**src/rtl/hbpcm_pkg.sv**
```systemverilog
`timescale 1ns / 1ps

package hbpcm_pkg;

  // Stream and sample widths.
  localparam int unsigned ByteW   = 8;
  localparam int unsigned SampleW = 16;
  localparam int unsigned RunW    = 3;
  localparam int unsigned CfgIdxW = 2;

  // Header scan: a run of four CR/LF bytes closes the header.
  localparam logic [RunW-1:0]  HdrEndRun = RunW'(4);
  localparam logic [ByteW-1:0] ChCr      = 8'h0D;
  localparam logic [ByteW-1:0] ChLf      = 8'h0A;

  // Offset that turns an unsigned 8-bit sample into a signed one.
  localparam logic [ByteW-1:0] MidOffset = 8'd128;

  // Configuration register indexes.
  localparam logic [CfgIdxW-1:0] CfgSixteenBit   = 2'd0;
  localparam logic [CfgIdxW-1:0] CfgBigEndian    = 2'd1;
  localparam logic [CfgIdxW-1:0] CfgTwoChannels  = 2'd2;

  // Item kinds.
  localparam logic KindByte  = 1'b0;
  localparam logic KindStart = 1'b1;

endpackage

```
**src/rtl/http_body_pcm_sample_unpacker.sv**
```systemverilog
`timescale 1ns / 1ps

// Unpacks a byte stream that carries an HTTP response followed by raw PCM into
// signed 16-bit left/right sample pairs. A start item clears the header scan and all
// partial samples; header bytes are dropped until four CR/LF bytes in a row are
// seen. Each accepted item is held in an input register. While it is there the
// header scan, byte pairing and channel pairing run on it, and a finished pair is
// loaded into the output register when the byte that completes it leaves the input
// register. While the receiver does not stall, one item is accepted in
// every clock cycle. While the receiver stalls a pair in the output register, the
// item in the input register waits, so the block takes at most one more item and
// then stalls its input until the pair is taken.
module http_body_pcm_sample_unpacker (
  input  logic                                clk_i,
  input  logic                                rst_ni,
  // Input item channel
  input  logic                                in_valid_i,
  output logic                                in_stall_o,
  input  logic                                kind_i,
  input  logic [hbpcm_pkg::ByteW-1:0]         data_byte_i,
  // Result channel
  output logic                                out_valid_o,
  input  logic                                out_stall_i,
  output logic signed [hbpcm_pkg::SampleW-1:0] left_sample_o,
  output logic signed [hbpcm_pkg::SampleW-1:0] right_sample_o,
  // Configuration write channel
  input  logic                                cfg_valid_i,
  output logic                                cfg_ready_o,
  input  logic [hbpcm_pkg::CfgIdxW-1:0]       cfg_index_i,
  input  logic                                cfg_data_i
);

  localparam int unsigned ByteW   = hbpcm_pkg::ByteW;
  localparam int unsigned SampleW = hbpcm_pkg::SampleW;
  localparam int unsigned RunW    = hbpcm_pkg::RunW;

  // Configuration registers.
  logic sixteen_bit_q, big_endian_q, two_channels_q;

  assign cfg_ready_o = 1'b1;

  always_ff @(posedge clk_i or negedge rst_ni) begin
    if (!rst_ni) begin
      sixteen_bit_q  <= 1'b1;
      big_endian_q   <= 1'b0;
      two_channels_q <= 1'b1;
    end else if (cfg_valid_i && cfg_ready_o) begin
      case (cfg_index_i)
        hbpcm_pkg::CfgSixteenBit:  sixteen_bit_q  <= cfg_data_i;
        hbpcm_pkg::CfgBigEndian:   big_endian_q   <= cfg_data_i;
        hbpcm_pkg::CfgTwoChannels: two_channels_q <= cfg_data_i;
        default: ;
      endcase
    end
  end

  // Input register and handshake.
  logic             in_valid_q;
  logic             kind_q;
  logic [ByteW-1:0] byte_q;
  logic             advance;
  logic             in_accept;

  assign advance    = in_valid_q && (!out_valid_o || !out_stall_i);
  assign in_stall_o = in_valid_q && !advance;
  assign in_accept  = in_valid_i && !in_stall_o;

  always_ff @(posedge clk_i or negedge rst_ni) begin
    if (!rst_ni) begin
      in_valid_q <= 1'b0;
    end else if (in_accept) begin
      in_valid_q <= 1'b1;
    end else if (advance) begin
      in_valid_q <= 1'b0;
    end
  end

  always_ff @(posedge clk_i) begin
    if (in_accept) begin
      kind_q <= kind_i;
      byte_q <= data_byte_i;
    end
  end

  // Stream state.
  logic [RunW-1:0]    run_q, run_d;
  logic [ByteW-1:0]   first_q, first_d;
  logic               byte_phase_q, byte_phase_d;
  logic [SampleW-1:0] left_hold_q, left_hold_d;
  logic               chan_phase_q, chan_phase_d;

  // Per-item logic: header scan, byte pairing and channel pairing.
  logic [SampleW-1:0] sample;
  logic [ByteW-1:0]   offset_byte;
  logic               have_sample;
  logic               emit;
  logic [SampleW-1:0] res_left, res_right;

  always_comb begin
    run_d        = run_q;
    first_d      = first_q;
    byte_phase_d = byte_phase_q;
    left_hold_d  = left_hold_q;
    chan_phase_d = chan_phase_q;
    emit         = 1'b0;
    have_sample  = 1'b0;
    offset_byte  = byte_q - hbpcm_pkg::MidOffset;

    // Sample assembled from the current byte, used only in the body.
    if (!sixteen_bit_q) begin
      sample = {offset_byte, {ByteW{1'b0}}};
    end else if (big_endian_q) begin
      sample = {first_q, byte_q};
    end else begin
      sample = {byte_q, first_q};
    end

    res_left  = sample;
    res_right = sample;

    if (kind_q == hbpcm_pkg::KindStart) begin
      run_d        = '0;
      first_d      = '0;
      byte_phase_d = 1'b0;
      left_hold_d  = '0;
      chan_phase_d = 1'b0;
    end else if (run_q < hbpcm_pkg::HdrEndRun) begin
      if (byte_q == hbpcm_pkg::ChCr || byte_q == hbpcm_pkg::ChLf) begin
        run_d = run_q + RunW'(1);
      end else begin
        run_d = '0;
      end
    end else if (sixteen_bit_q && !byte_phase_q) begin
      first_d      = byte_q;
      byte_phase_d = 1'b1;
    end else begin
      byte_phase_d = 1'b0;
      have_sample  = 1'b1;
    end

    // Channel pairing once a full sample is in hand.
    if (have_sample) begin
      if (two_channels_q && !chan_phase_q) begin
        left_hold_d  = sample;
        chan_phase_d = 1'b1;
      end else begin
        chan_phase_d = 1'b0;
        emit         = 1'b1;
        if (two_channels_q) begin
          res_left = left_hold_q;
        end
      end
    end
  end

  always_ff @(posedge clk_i or negedge rst_ni) begin
    if (!rst_ni) begin
      run_q        <= '0;
      first_q      <= '0;
      byte_phase_q <= 1'b0;
      left_hold_q  <= '0;
      chan_phase_q <= 1'b0;
    end else if (advance) begin
      run_q        <= run_d;
      first_q      <= first_d;
      byte_phase_q <= byte_phase_d;
      left_hold_q  <= left_hold_d;
      chan_phase_q <= chan_phase_d;
    end
  end

  // Output register.
  logic               out_valid_q;
  logic [SampleW-1:0] left_q, right_q;

  always_ff @(posedge clk_i or negedge rst_ni) begin
    if (!rst_ni) begin
      out_valid_q <= 1'b0;
    end else if (advance && emit) begin
      out_valid_q <= 1'b1;
    end else if (!out_stall_i) begin
      out_valid_q <= 1'b0;
    end
  end

  always_ff @(posedge clk_i) begin
    if (advance && emit) begin
      left_q  <= res_left;
      right_q <= res_right;
    end
  end

  assign out_valid_o    = out_valid_q;
  assign left_sample_o  = $signed(left_q);
  assign right_sample_o = $signed(right_q);

endmodule

```
**config.mk**
```make
export PLATFORM = sky130hd
export DESIGN_NAME = http_body_pcm_sample_unpacker
export DESIGN_NICKNAME = d
export VERILOG_FILES = /design/src/rtl/hbpcm_pkg.sv /design/src/rtl/http_body_pcm_sample_unpacker.sv
export SDC_FILE = /design/constraint.sdc
export NUM_CORES = 1
export LEC_CHECK = 0
export ABC_AREA = 1
export BUFFER_PORTS_ARGS = -buffer_cell sky130_fd_sc_hd__buf_2
export CORE_UTILIZATION = 55
export CTS_CLUSTER_SIZE = 24
export DETAILED_ROUTE_END_ITERATION = 16
export GPL_ROUTABILITY_DRIVEN = 1
export PLACE_DENSITY = 0.89
export SETUP_SLACK_MARGIN = 0.15
export SYNTH_ARGS = -nofsm -noshare
export SYNTH_HDL_FRONTEND = slang
export SYNTH_SLANG_ARGS = --single-unit
```
**constraint.sdc**
```tcl
create_clock -name clk_i -period 3.35 [get_ports clk_i]
set_clock_uncertainty 0.05 [all_clocks]
set_input_delay 0.335 -clock clk_i [delete_from_list [all_inputs] [get_ports clk_i]]
set_output_delay 0.335 -clock clk_i [all_outputs]
set_load 0.02 [all_outputs]
```
Word level (Yosys, flattened, before mapping):

Index checks and enable logic that the tools add are counted.

* output and inout port bits: 35
* word-level logic and storage cells: 78
* register bits after elaboration: 75
* input bits: 17

* muxes and demuxes: 29
* reductions and logical operators: 26
* $add $sub $neg: 2
* magnitude comparators: 1
* eq/ne operators: 6

Operator list (number)
* 16-bit 2-to-1 mux: 8
* 8-bit 2-to-1 mux: 3
* 8-bit by 4-bit equality test with 1-bit output, second input constant: 2
* 1-bit 2-to-1 mux: 15
* 2-bit AND reduction: 6
* 3-bit 2-to-1 mux: 3
* 2-bit nonzero test: 4
* 8-bit subtractor, second input constant: 1
* 1-bit logical AND: 6
* 1-bit zero test: 6
* 3-bit by 1-bit adder with 3-bit output, second input constant: 1
* 3-bit < comparator, second input constant: 1
* 3-bit AND reduction: 1
* 2-bit by 1-bit equality test with 1-bit output, second input constant: 1
* 2-bit equality test, second input constant: 1
* 2-bit zero test: 1
* 1-bit logical OR: 2
* 2-bit by 1-bit != test with 1-bit output, second input constant: 1
* 2-bit != test, second input constant: 1

Logic depth before layout (Yosys ltp):

Gate-level depths: netlist of the first run.

* depth after elaboration: 8
* gate-level depth with buffers: 9
* gate-level depth less buffers: 8

Least setup slack after synthesis of the first run:

No wires, ideal clock.

* path type: reg-to-reg
* from: reg kind_q
* to: reg left_q[0] (netlist: left_sample_o[0]) (enable)
* stages on the path, launching flop included: 8
* library setup time: 0.421 ns
* period minus slack after synthesis: 2.688 ns
* setup slack: 0.662 ns
* arrival time: 2.217 ns
* required time: 2.879 ns
* path through: edfxtp_1 -> inv_2 -> nand2_1 -> inv_2 -> nand2_2 -> inv_1 -> o21ai_0 -> nor2_1

* cells in the longest elaborated chain, start to end: 3

RTL lines
* start: declaration: RTL line http_body_pcm_sample_unpacker.sv:59 `logic kind_q;`
* start signal: assignment: RTL line http_body_pcm_sample_unpacker.sv:80 `kind_q <= kind_i;`
* 1-bit 2-to-1 mux: RTL line http_body_pcm_sample_unpacker.sv:121 `if (kind_q == hbpcm_pkg::KindStart) begin`
* 1-bit 2-to-1 mux: RTL line http_body_pcm_sample_unpacker.sv:142 `if (have_sample) begin`
* 1-bit logical AND: RTL line http_body_pcm_sample_unpacker.sv:187 `if (advance && emit) begin`
* end signal: assignment: RTL line http_body_pcm_sample_unpacker.sv:188 `left_q <= res_left;`
* end: declaration: RTL line http_body_pcm_sample_unpacker.sv:174 `logic [SampleW-1:0] left_q, right_q;`

Every way passes these cells.
A chain may end at the register's enable or synchronous reset.

Final worst setup path of the first run:

* from: reg kind_q
* to: reg right_q[9] (netlist: right_sample_o[9]) (enable)

* cells in the longest elaborated chain, start to end: 3

RTL lines
* 1-bit 2-to-1 mux: RTL line http_body_pcm_sample_unpacker.sv:121
* 1-bit 2-to-1 mux: RTL line http_body_pcm_sample_unpacker.sv:142
* 1-bit logical AND: RTL line http_body_pcm_sample_unpacker.sv:187
* end signal: assignment: RTL line http_body_pcm_sample_unpacker.sv:189 `right_q <= res_right;`
* end: declaration: RTL line http_body_pcm_sample_unpacker.sv:174

Every way passes these cells.

==> results of run 1 <==
## cells in the mapped netlist (all sizes together), types with 2 or more instances
cell type | n | share of area
dfrtp | 32 | 0.26
nand2 | 128 | 0.16
nor2 | 16 | 0.024
a21oi | 19 | 0.030
edfxtp | 41 | 0.39
nand3 | 9 | 0.018
buf | 9 | 0.020
o21ai | 28 | 0.045
dfstp | 2 | 0.017
inv | 25 | 0.030
## where the power goes
part	switching (uW)	internal, uW	leakage (uW)	total (uW)
logic	92.5	39.0	0.000781	132
clock network	317	495	0.000118	812
registers	23.2	1000	0.000844	1020
## sequential cells by signal, summed over array words and instances (netlist names), 3 cells and up
register	count
first_q	8
left_hold_q	16
run_q	3
left_sample_o	16
byte_q	8
right_sample_o	16
## worst min path at each step
stage | from | endpoint | slack [ps] | cells after the start
after floorplan | rst_ni | big_endian_q | -10 | 0
after global placement | rst_ni | left_hold_q[14] | 390 | 1
after detailed placement | rst_ni | left_hold_q[14] | 390 | 1
after CTS | rst_ni | left_hold_q[13] | 8 | 1
after global routing | rst_ni | left_hold_q[11] | 60 | 1
final | rst_ni | left_hold_q[6] | 5 | 1
## cell usage in the layout (no fill, tap or decap), drive strengths merged
master	instances
dfrtp	32
o21ai	28
ha	1
dfstp	2
nand2	128
bufinv	3
nor2	16
a21oi	19
nand3	9
edfxtp	41
conb	1
buf	51
inv	25
nor3	1
clkbuf	11
clkinv	2
nand4	1
## layout make-up
| cell class | instances | area share |
|---|---|---|
| sequential | 75 | 0.570 |
| timing repair buffer | 51 | 0.0705 |
| tap | 72 | 0.0246 |
| inverter | 25 | 0.0257 |
| clock buffer | 11 | 0.0359 |
| clock inverter | 5 | 0.0284 |
| multi-input combinational | 204 | 0.245 |
## layer usage
layer | vias to the layer above | GRT usage | part of all wire
li1 | 1120 | - | -
met1 | 1054 | 0.254 | 0.40
met2 | 117 | 0.340 | 0.48
met3 | 20 | 0.0565 | 0.083
met4 | 0 | 0.155 | 0.040
met5 | - | 0 | 0
## kinds of logic (layout without fill, tap and decap cells)
| kind of cell | after synthesis | count (layout) | synth area share |
|---|---|---|---|
| other | 1 | 1 | 0.00120 |
| buffers and inverters | 34 | 92 | 0.0495 |
| AND/OR/NAND/NOR | 155 | 155 | 0.205 |
| adder cells (fa/ha/maj) | 1 | 1 | 0.00399 |
| flip-flops | 75 | 75 | 0.666 |
| AO/OA/AOI/OAI | 47 | 47 | 0.0751 |
## per-stage QoR
| stage | util | hold WS, ps | area [sq um] | total power [uW] | instances |
|---|---|---|---|---|---|
| 5_1_grt | 0.664 | 57.2 | 3660 | 2040 | 443 |
| 4_1_cts | 0.664 | 7.98 | 3660 | 1980 | 443 |
| 3_5_place_dp | 0.621 | 391 | 3420 | 1170 | 427 |
| 2_1_floorplan | - | -10.6 | 3130 | 1130 | 313 |
| 6_report | 0.664 | 5.04 | 3660 | 1970 | 443 |
| 3_3_place_gp | 0.621 | 391 | 3420 | 1160 | 427 |
==> impl_metrics.yaml, run 1 <==
run_status:
  outcome: "finished, violations left"
  violations: "DRC"
timing:
  period_minus_slack_ps: 1900
  hold_viol_final: 0
  setup_ws_ps: 1450
  drv_slew: 0
  fmax_mhz: 528
  setup_viol_count_final: 0
  rsz0062_at_grt: "false"
  tns_ps: 0
  tightest_slew_ps: 758
  slew_headroom: 0.495
  finalCritPeriodShare: 0.566
final_layout:
  drive_gt1_frac: 0.216
  n_fill_cell: 415
  num_antenna_cells: 0
  synthToLayoutAreaGrowth_pct: 16.7
  seqCellArea_sq_um: 2080
  multi_input_comb_area_sq_um: 895
  nets: 384
setup_path:
  crit_path_start_kind: "flop"
  cp_max_fo: 32
  crit_start: "kind_q"
  critical_path.top_delay_family: "buffers and inverters"
  cp-end-kind: "flop"
  r2r_start: "kind_q"
  path_class: "reg2reg"
  crit_required_ps: 3300
  max_stage_delay_ps: 430
  cp.arrival_ps: 1850
  reg2reg_setup_slack_ps: 1450
  critical_path.cell_chain: "inv_2 > nand2_1 > inv_2 > nand2_2 > inv_1 > o21ai_0 > nor2_2 > buf_4"
  critPathCapture: "right_sample_o[9]"
  crit_top_cell: "inv_2"
  cp_slowest_cell: "edfxtp_1"
  path_buf_inv: 4
  rr_worst_depth: 8
  cp_num_cells: 8
  reg2reg_to: "right_sample_o[9]"
synthesis:
  synth.cell_area_sq_um: 3130
  synth_edf_count: 41
  avgSynthCellArea_sq_um: 10.0
  synthFlopType: "edfxtp_1"
  synth_nets: 331
  synth_warnings: 0
  seq_area_frac_synth: 0.666
  ys_seq_elements: 75
  async_flop_share: 0.453
  synth_cells: 313
  ys_types: 20
route:
  ant_nets: 0
  drc: 2
  first_iter_violations: 159
  wl_per_cell_um: 13.1
  postRouteWirelength_um: 5820
  viasPerCell: 5.22
  vias: 2311
  dr.pass1.iters: 11
clock_tree:
  h-tree-depth: 3
  cts_tree: "done"
  cts_resized: 0
  clock_sinks: 75
  cts_setup_buffers: 0
  cts_max_path_buffers: 2
  cts_hold_buffers: 0
  clockRootBuffer: "clkbuf_8"
  cts_buffers: 9
  clkLatencyLatePin_ps: 350
  path_clk_slew_ps: 80
global_routing:
  grt_pass1_vias: 2145
  grt_pass1_wl_um: 9540
  grt_overflow: 0
  grt_max_degree: 35
  grtUsageTotal: 0.215
  antenna_found_initial: 0
worst_hold_path:
  hp-class: "in2async"
power_and_ir_drop:
  ir_drop_mv: 0.352
  power.leakage_uw: 0.00174
  powerDensity_nw_per_um2: 538
placement:
  portBuffers: 50
  pre_cts_slack_ps: 1500
  hpwl_um: 3720
  place_congestion: 0.857
die:
  die_area_sq_um: 6000
  die_h_um: 77.5
  num_rows: 27
  initial_core_util: 0.569
  core-area_sq_um: 5510
  pin_count: 52
  fp.dieW_um: 77.5
flow_run:
  drv_cap: 0
Note: power is estimated with default switching activity, not from simulation.
==> run 2: changes to the inputs <==
==> constraint.sdc (replaced) <==
create_clock -name clk_i -period 1.75 [get_ports clk_i]
set_clock_uncertainty 0.05 [all_clocks]
set_input_delay 0.175 -clock clk_i [delete_from_list [all_inputs] [get_ports clk_i]]
set_output_delay 0.175 -clock clk_i [all_outputs]
set_load 0.02 [all_outputs]
==> run 2 against run 1 <==
- the flow now finishes without violations
- count of clock-buffer cells in the layout is 1 lower
- hold slack better by 38 ps
- clock power is 65% higher
- maximum frequency is 15% higher
- die area stayed put
- design area is 10% higher
- sequential share of layout area is 5.3 points lower
- combinational power grew to 2.8 times the previous value
- global-route usage is 2.8 points higher
==> impl_metrics.yaml, run 2 (same netlist as run 1, synthesis figures left out) <==
run_status:
  outcome: "complete, no violations"
die:
  die_h_um: 77.5
  num_rows: 27
  die_area_sq_um: 6000
  pin_count: 52
  fp.dieW_um: 77.5
  core-area_sq_um: 5510
  initial_core_util: 0.569
timing:
  hold_viol_final: 0
  rsz0062_at_grt: "true"
  tns_ps: 0
  fmax_mhz: 607
  drv_slew: 0
  setup_viol_count_final: 0
  tightest_slew_ps: 780
  finalCritPeriodShare: 0.942
  setup_ws_ps: 102
  slew_headroom: 0.480
  period_minus_slack_ps: 1650
setup_path:
  cp_max_fo: 16
  cp.arrival_ps: 1710
  crit_required_ps: 1810
  cp-end-kind: "flop"
  crit_start: "two_channels_q"
  crit_path_start_kind: "flop"
  r2r_start: "two_channels_q"
  path_class: "reg2reg"
  rr_worst_depth: 5
route:
  ant_nets: 0
  drc: 0
  viasPerCell: 5.57
  wl_per_cell_um: 15.9
  vias: 2652
  first_iter_violations: 387
  dr.pass1.iters: 5
  postRouteWirelength_um: 7560
placement:
  hpwl_um: 3950
  pre_cts_slack_ps: -151
  place_congestion: 0.841
  placed_area_sq_um: 3530
  portBuffers: 50
final_layout:
  final_area_sq_um: 4030
  synthToLayoutAreaGrowth_pct: 28.7
  layout_commonest_cell: "nand2_1"
  nets: 417
  multi_input_comb_area_sq_um: 1000
  n_fill_cell: 339
  final_core_util: 0.732
  num_antenna_cells: 0
  drive_gt1_frac: 0.304
  final_cell_mix: "111 x nand2_1, 50 x buf_2, 41 x edfxtp_1"
  seqCellArea_sq_um: 2080
worst_hold_path:
  hp-class: "in2reg"
  hold_depth: 3
  worstHoldStart: "cfg_data_i"
global_routing:
  antenna_found_initial: 0
  grt_pass1_vias: 2414
  grt_overflow: 0
  grt_pass1_wl_um: 10900
  grtUsageTotal: 0.243
  grt_max_degree: 35
clock_tree:
  cts_buffers: 9
  h-tree-depth: 3
  clockRootBuffer: "clkbuf_8"
  clkLatencyLatePin_ps: 360
  cts_tree: "done"
  clock_sinks: 75
  path_clk_slew_ps: 80
  cts_max_path_buffers: 2
power_and_ir_drop:
  power.leakage_uw: 0.00189
  powerDensity_nw_per_um2: 906
  ir_drop_mv: 0.736
flow_run:
  drv_cap: 0
run 2: cell types whose count changed in the layout (fill, tap and decap cells not counted), moves of 6 or more:
cell,before,now
nand2_2,3,14
dlygate4sd3_1,0,10
nand2_1,125,111
buf_6,0,6
buf_4,1,14
run 2: critical path, cell delays in order, from the launching register on:
cell	delay [ps]
dfstp_2	580
inv_2	60
buf_4	130
o21ai_2	360
nor2_4	60
buf_12	160
run 2: through the flow:
step,cells,total power [uW],hold WS [ps]
after floorplan,313,2170,-171
after global placement,440,2260,235
after detailed placement,440,2270,239
after CTS,471,3580,51.8
after global routing,476,3750,92.7
final,476,3650,43.5
run 2: cell type report:
class,instances,share of cell area
clock buffers,10,0.0317
repair buffers,82,0.140
flip-flops and latches,75,0.517
well taps,72,0.0224
inverters,25,0.0242
clock inverters,6,0.0161
multi-input cells,206,0.249
run 2: power breakdown:
group	total [uW]	switching [uW]	internal (uW)	leakage (uW)
Sequential	1930	19.6	1910	0.000844
Combinational	372	246	126	0.000961
Clock	1340	685	659	0.0000866
run 2: metal layers:
metal,vias up,global-route usage,wire (um)
met3,36,0.0518,662
met4,0,0.183,435
met5,-,0,0
li1,1193,-,-
met2,173,0.404,3800
met1,1250,0.274,2670
run 2: repair_timing:
item,CTS,global route
pin swaps,3,23
hold endpoints to repair,41,0
gates resized for setup,4,30
hold buffers,10,0
setup endpoints to repair,66,42
buffers inserted,4,2
gates cloned,1,3
run 2: final timing paths:
| check | endpoint | slack (ps) |
|---|---|---|
| worst max register to register | right_sample_o[1] | 100 |
| worst min-delay path | sixteen_bit_q | 40 |
| worst min register to register | left_hold_q[2] | 440 |
| worst max-delay path | right_sample_o[1] | 100 |
| min in group asynchronous | left_hold_q[13] | 370 |
| max in group asynchronous | out_valid_o | 760 |
==> run 3: changes to the inputs <==
--- a/config.mk
+++ b/config.mk
@@ -7,11 +7,11 @@
 export LEC_CHECK = 0
 export ABC_AREA = 1
 export BUFFER_PORTS_ARGS = -buffer_cell sky130_fd_sc_hd__buf_2
-export CORE_UTILIZATION = 55
+export CORE_UTILIZATION = 50
 export CTS_CLUSTER_SIZE = 24
 export DETAILED_ROUTE_END_ITERATION = 16
 export GPL_ROUTABILITY_DRIVEN = 1
-export PLACE_DENSITY = 0.89
+export PLACE_DENSITY = 0.83
 export SETUP_SLACK_MARGIN = 0.15
 export SYNTH_ARGS = -nofsm -noshare
 export SYNTH_HDL_FRONTEND = slang
==> run 3 against run 2 <==
- sequential power hardly changed
- critical path depth is 4 higher
- combinational power is 10% lower
- maximum frequency is 1.9% higher
- critical path type unchanged
- first-iteration DRC count is 36% lower
- highest routed layer unchanged
- global-route usage is 2.3 points lower
- final cell count is 1.1% lower
- worst setup slack better by 30 ps
- clock power is 4% higher
- largest power group unchanged
- non-clock buffer count is 6 lower
- die area is 9.7% higher
- via count is 11% lower
==> impl_metrics.yaml, run 3 (same netlist as run 1, synthesis figures left out) <==
run_status:
  outcome: "complete, no violations"
worst_hold_path:
  worstHoldStart: "in_valid_i"
  hp-class: "in2reg"
clock_tree:
  cts_tree: "done"
  clockRootBuffer: "clkbuf_8"
  cts_buffers: 9
  h-tree-depth: 3
  clock_sinks: 75
  clkLatencyLatePin_ps: 340
  cts_max_path_buffers: 2
  path_clk_slew_ps: 70
route:
  postRouteWirelength_um: 6440
  wl_per_cell_um: 13.7
  vias: 2371
  viasPerCell: 5.03
  drc: 0
  ant_nets: 0
  first_iter_violations: 249
  dr.pass1.iters: 5
setup_path:
  path_class: "reg2reg"
  cp-end-kind: "flop"
  cp.arrival_ps: 1630
  r2r_start: "kind_q"
  crit_path_start_kind: "flop"
  crit_start: "kind_q"
  crit_required_ps: 1760
  cp_max_fo: 8
timing:
  finalCritPeriodShare: 0.925
  drv_slew: 0
  period_minus_slack_ps: 1620
  tns_ps: 0
  setup_viol_count_final: 0
  fmax_mhz: 618
  slew_headroom: 0.503
  rsz0062_at_grt: "true"
  tightest_slew_ps: 746
  hold_viol_final: 0
die:
  num_rows: 28
  fp.dieW_um: 81.1
  initial_core_util: 0.523
  pin_count: 52
  die_area_sq_um: 6580
  core-area_sq_um: 5990
  die_h_um: 81.1
power_and_ir_drop:
  powerDensity_nw_per_um2: 919
  power_uw: 3660
  ir_drop_mv: 0.709
  power.leakage_uw: 0.00187
final_layout:
  final_cell_mix: "122 x nand2_1, 50 x buf_2, 41 x edfxtp_1"
  layout_commonest_cell: "nand2_1"
  n_fill_cell: 449
  seqCellArea_sq_um: 2080
  drive_gt1_frac: 0.255
  multi_input_comb_area_sq_um: 947
  nets: 409
  num_antenna_cells: 0
  synthToLayoutAreaGrowth_pct: 27.1
global_routing:
  antenna_found_initial: 0
  grt_max_degree: 35
  grtUsageTotal: 0.220
  grt_pass1_vias: 2315
  grt_pass1_wl_um: 10500
  grt_overflow: 0
placement:
  hpwl_um: 4050
  place_congestion: 0.826
  portBuffers: 50
flow_run:
  drv_cap: 0
==> run 3: area by class of cell <==
type	count	area share
clock inverters	6	0.0201
flip-flops and latches	75	0.524
repair buffers	76	0.138
inverters	25	0.0248
clock buffers	10	0.0321
multi-input cells	204	0.238
well taps	75	0.0236
==> run 3: through the flow <==
| step | area [sq um] | hold slack, ps | util | cells | setup WS, ps |
|---|---|---|---|---|---|
| after global placement | 3480 | 232 | 0.580 | 434 | 175 |
| final | 3980 | 67.4 | 0.664 | 471 | 132 |
| after global routing | 3980 | 97.0 | 0.664 | 471 | 97.3 |
| after CTS | 3870 | 52.5 | 0.647 | 465 | 121 |
| after detailed placement | 3480 | 231 | 0.580 | 434 | 104 |
| after floorplan | 3140 | -171 | - | 313 | -34.7 |
==> run 3: path summary, 6_finish.rpt <==
check,end,slack (ps),cells after the start
setup / recovery,left_sample_o[7],130,9
hold / removal,in_valid_q,70,3
setup reg to reg,left_sample_o[7],130,9
hold reg to reg,left_hold_q[9],430,2
max in group asynchronous,left_hold_q[1],770,2
min in group asynchronous,left_hold_q[11],400,2
==> run 3: worst max-delay path: stages, from the launching register on <==
cell and delay (ps):
edfxtp_1 420, inv_2 90, nand2_2 60, inv_4 80
nand2_4 70, inv_4 70, o21ai_4 60, nor2_4 170
buf_12 140, buf_16 120
==> run 3: power breakdown <==
| group | internal [uW] | switching (uW) | leakage (uW) |
|---|---|---|---|
| registers | 1920 | 22.5 | 0.000844 |
| clock network | 792 | 596 | 0.000103 |
| logic | 110 | 222 | 0.000927 |
| total | 2820 | 841 | 0.00187 |
==> run 3: metal layers <==
| metal | wire length (um) | track usage |
|---|---|---|
| met1 | 2530 | 0.262 |
| met2 | 3340 | 0.376 |
| met3 | 417 | 0.0393 |
| met4 | 150 | 0.127 |
| met5 | 0 | 0 |
==> run 3: repair_timing <==
| item | 4_1_cts | 5_1_grt |
|---|---|---|
| gates cloned | 2 | 0 |
| hold buffers | 10 | 0 |
| gates resized for setup | 2 | 12 |
| setup buffers | 3 | 6 |
| setup endpoints to repair | 47 | 59 |
| hold endpoints to repair | 41 | 0 |
| pin swaps | 1 | 3 |
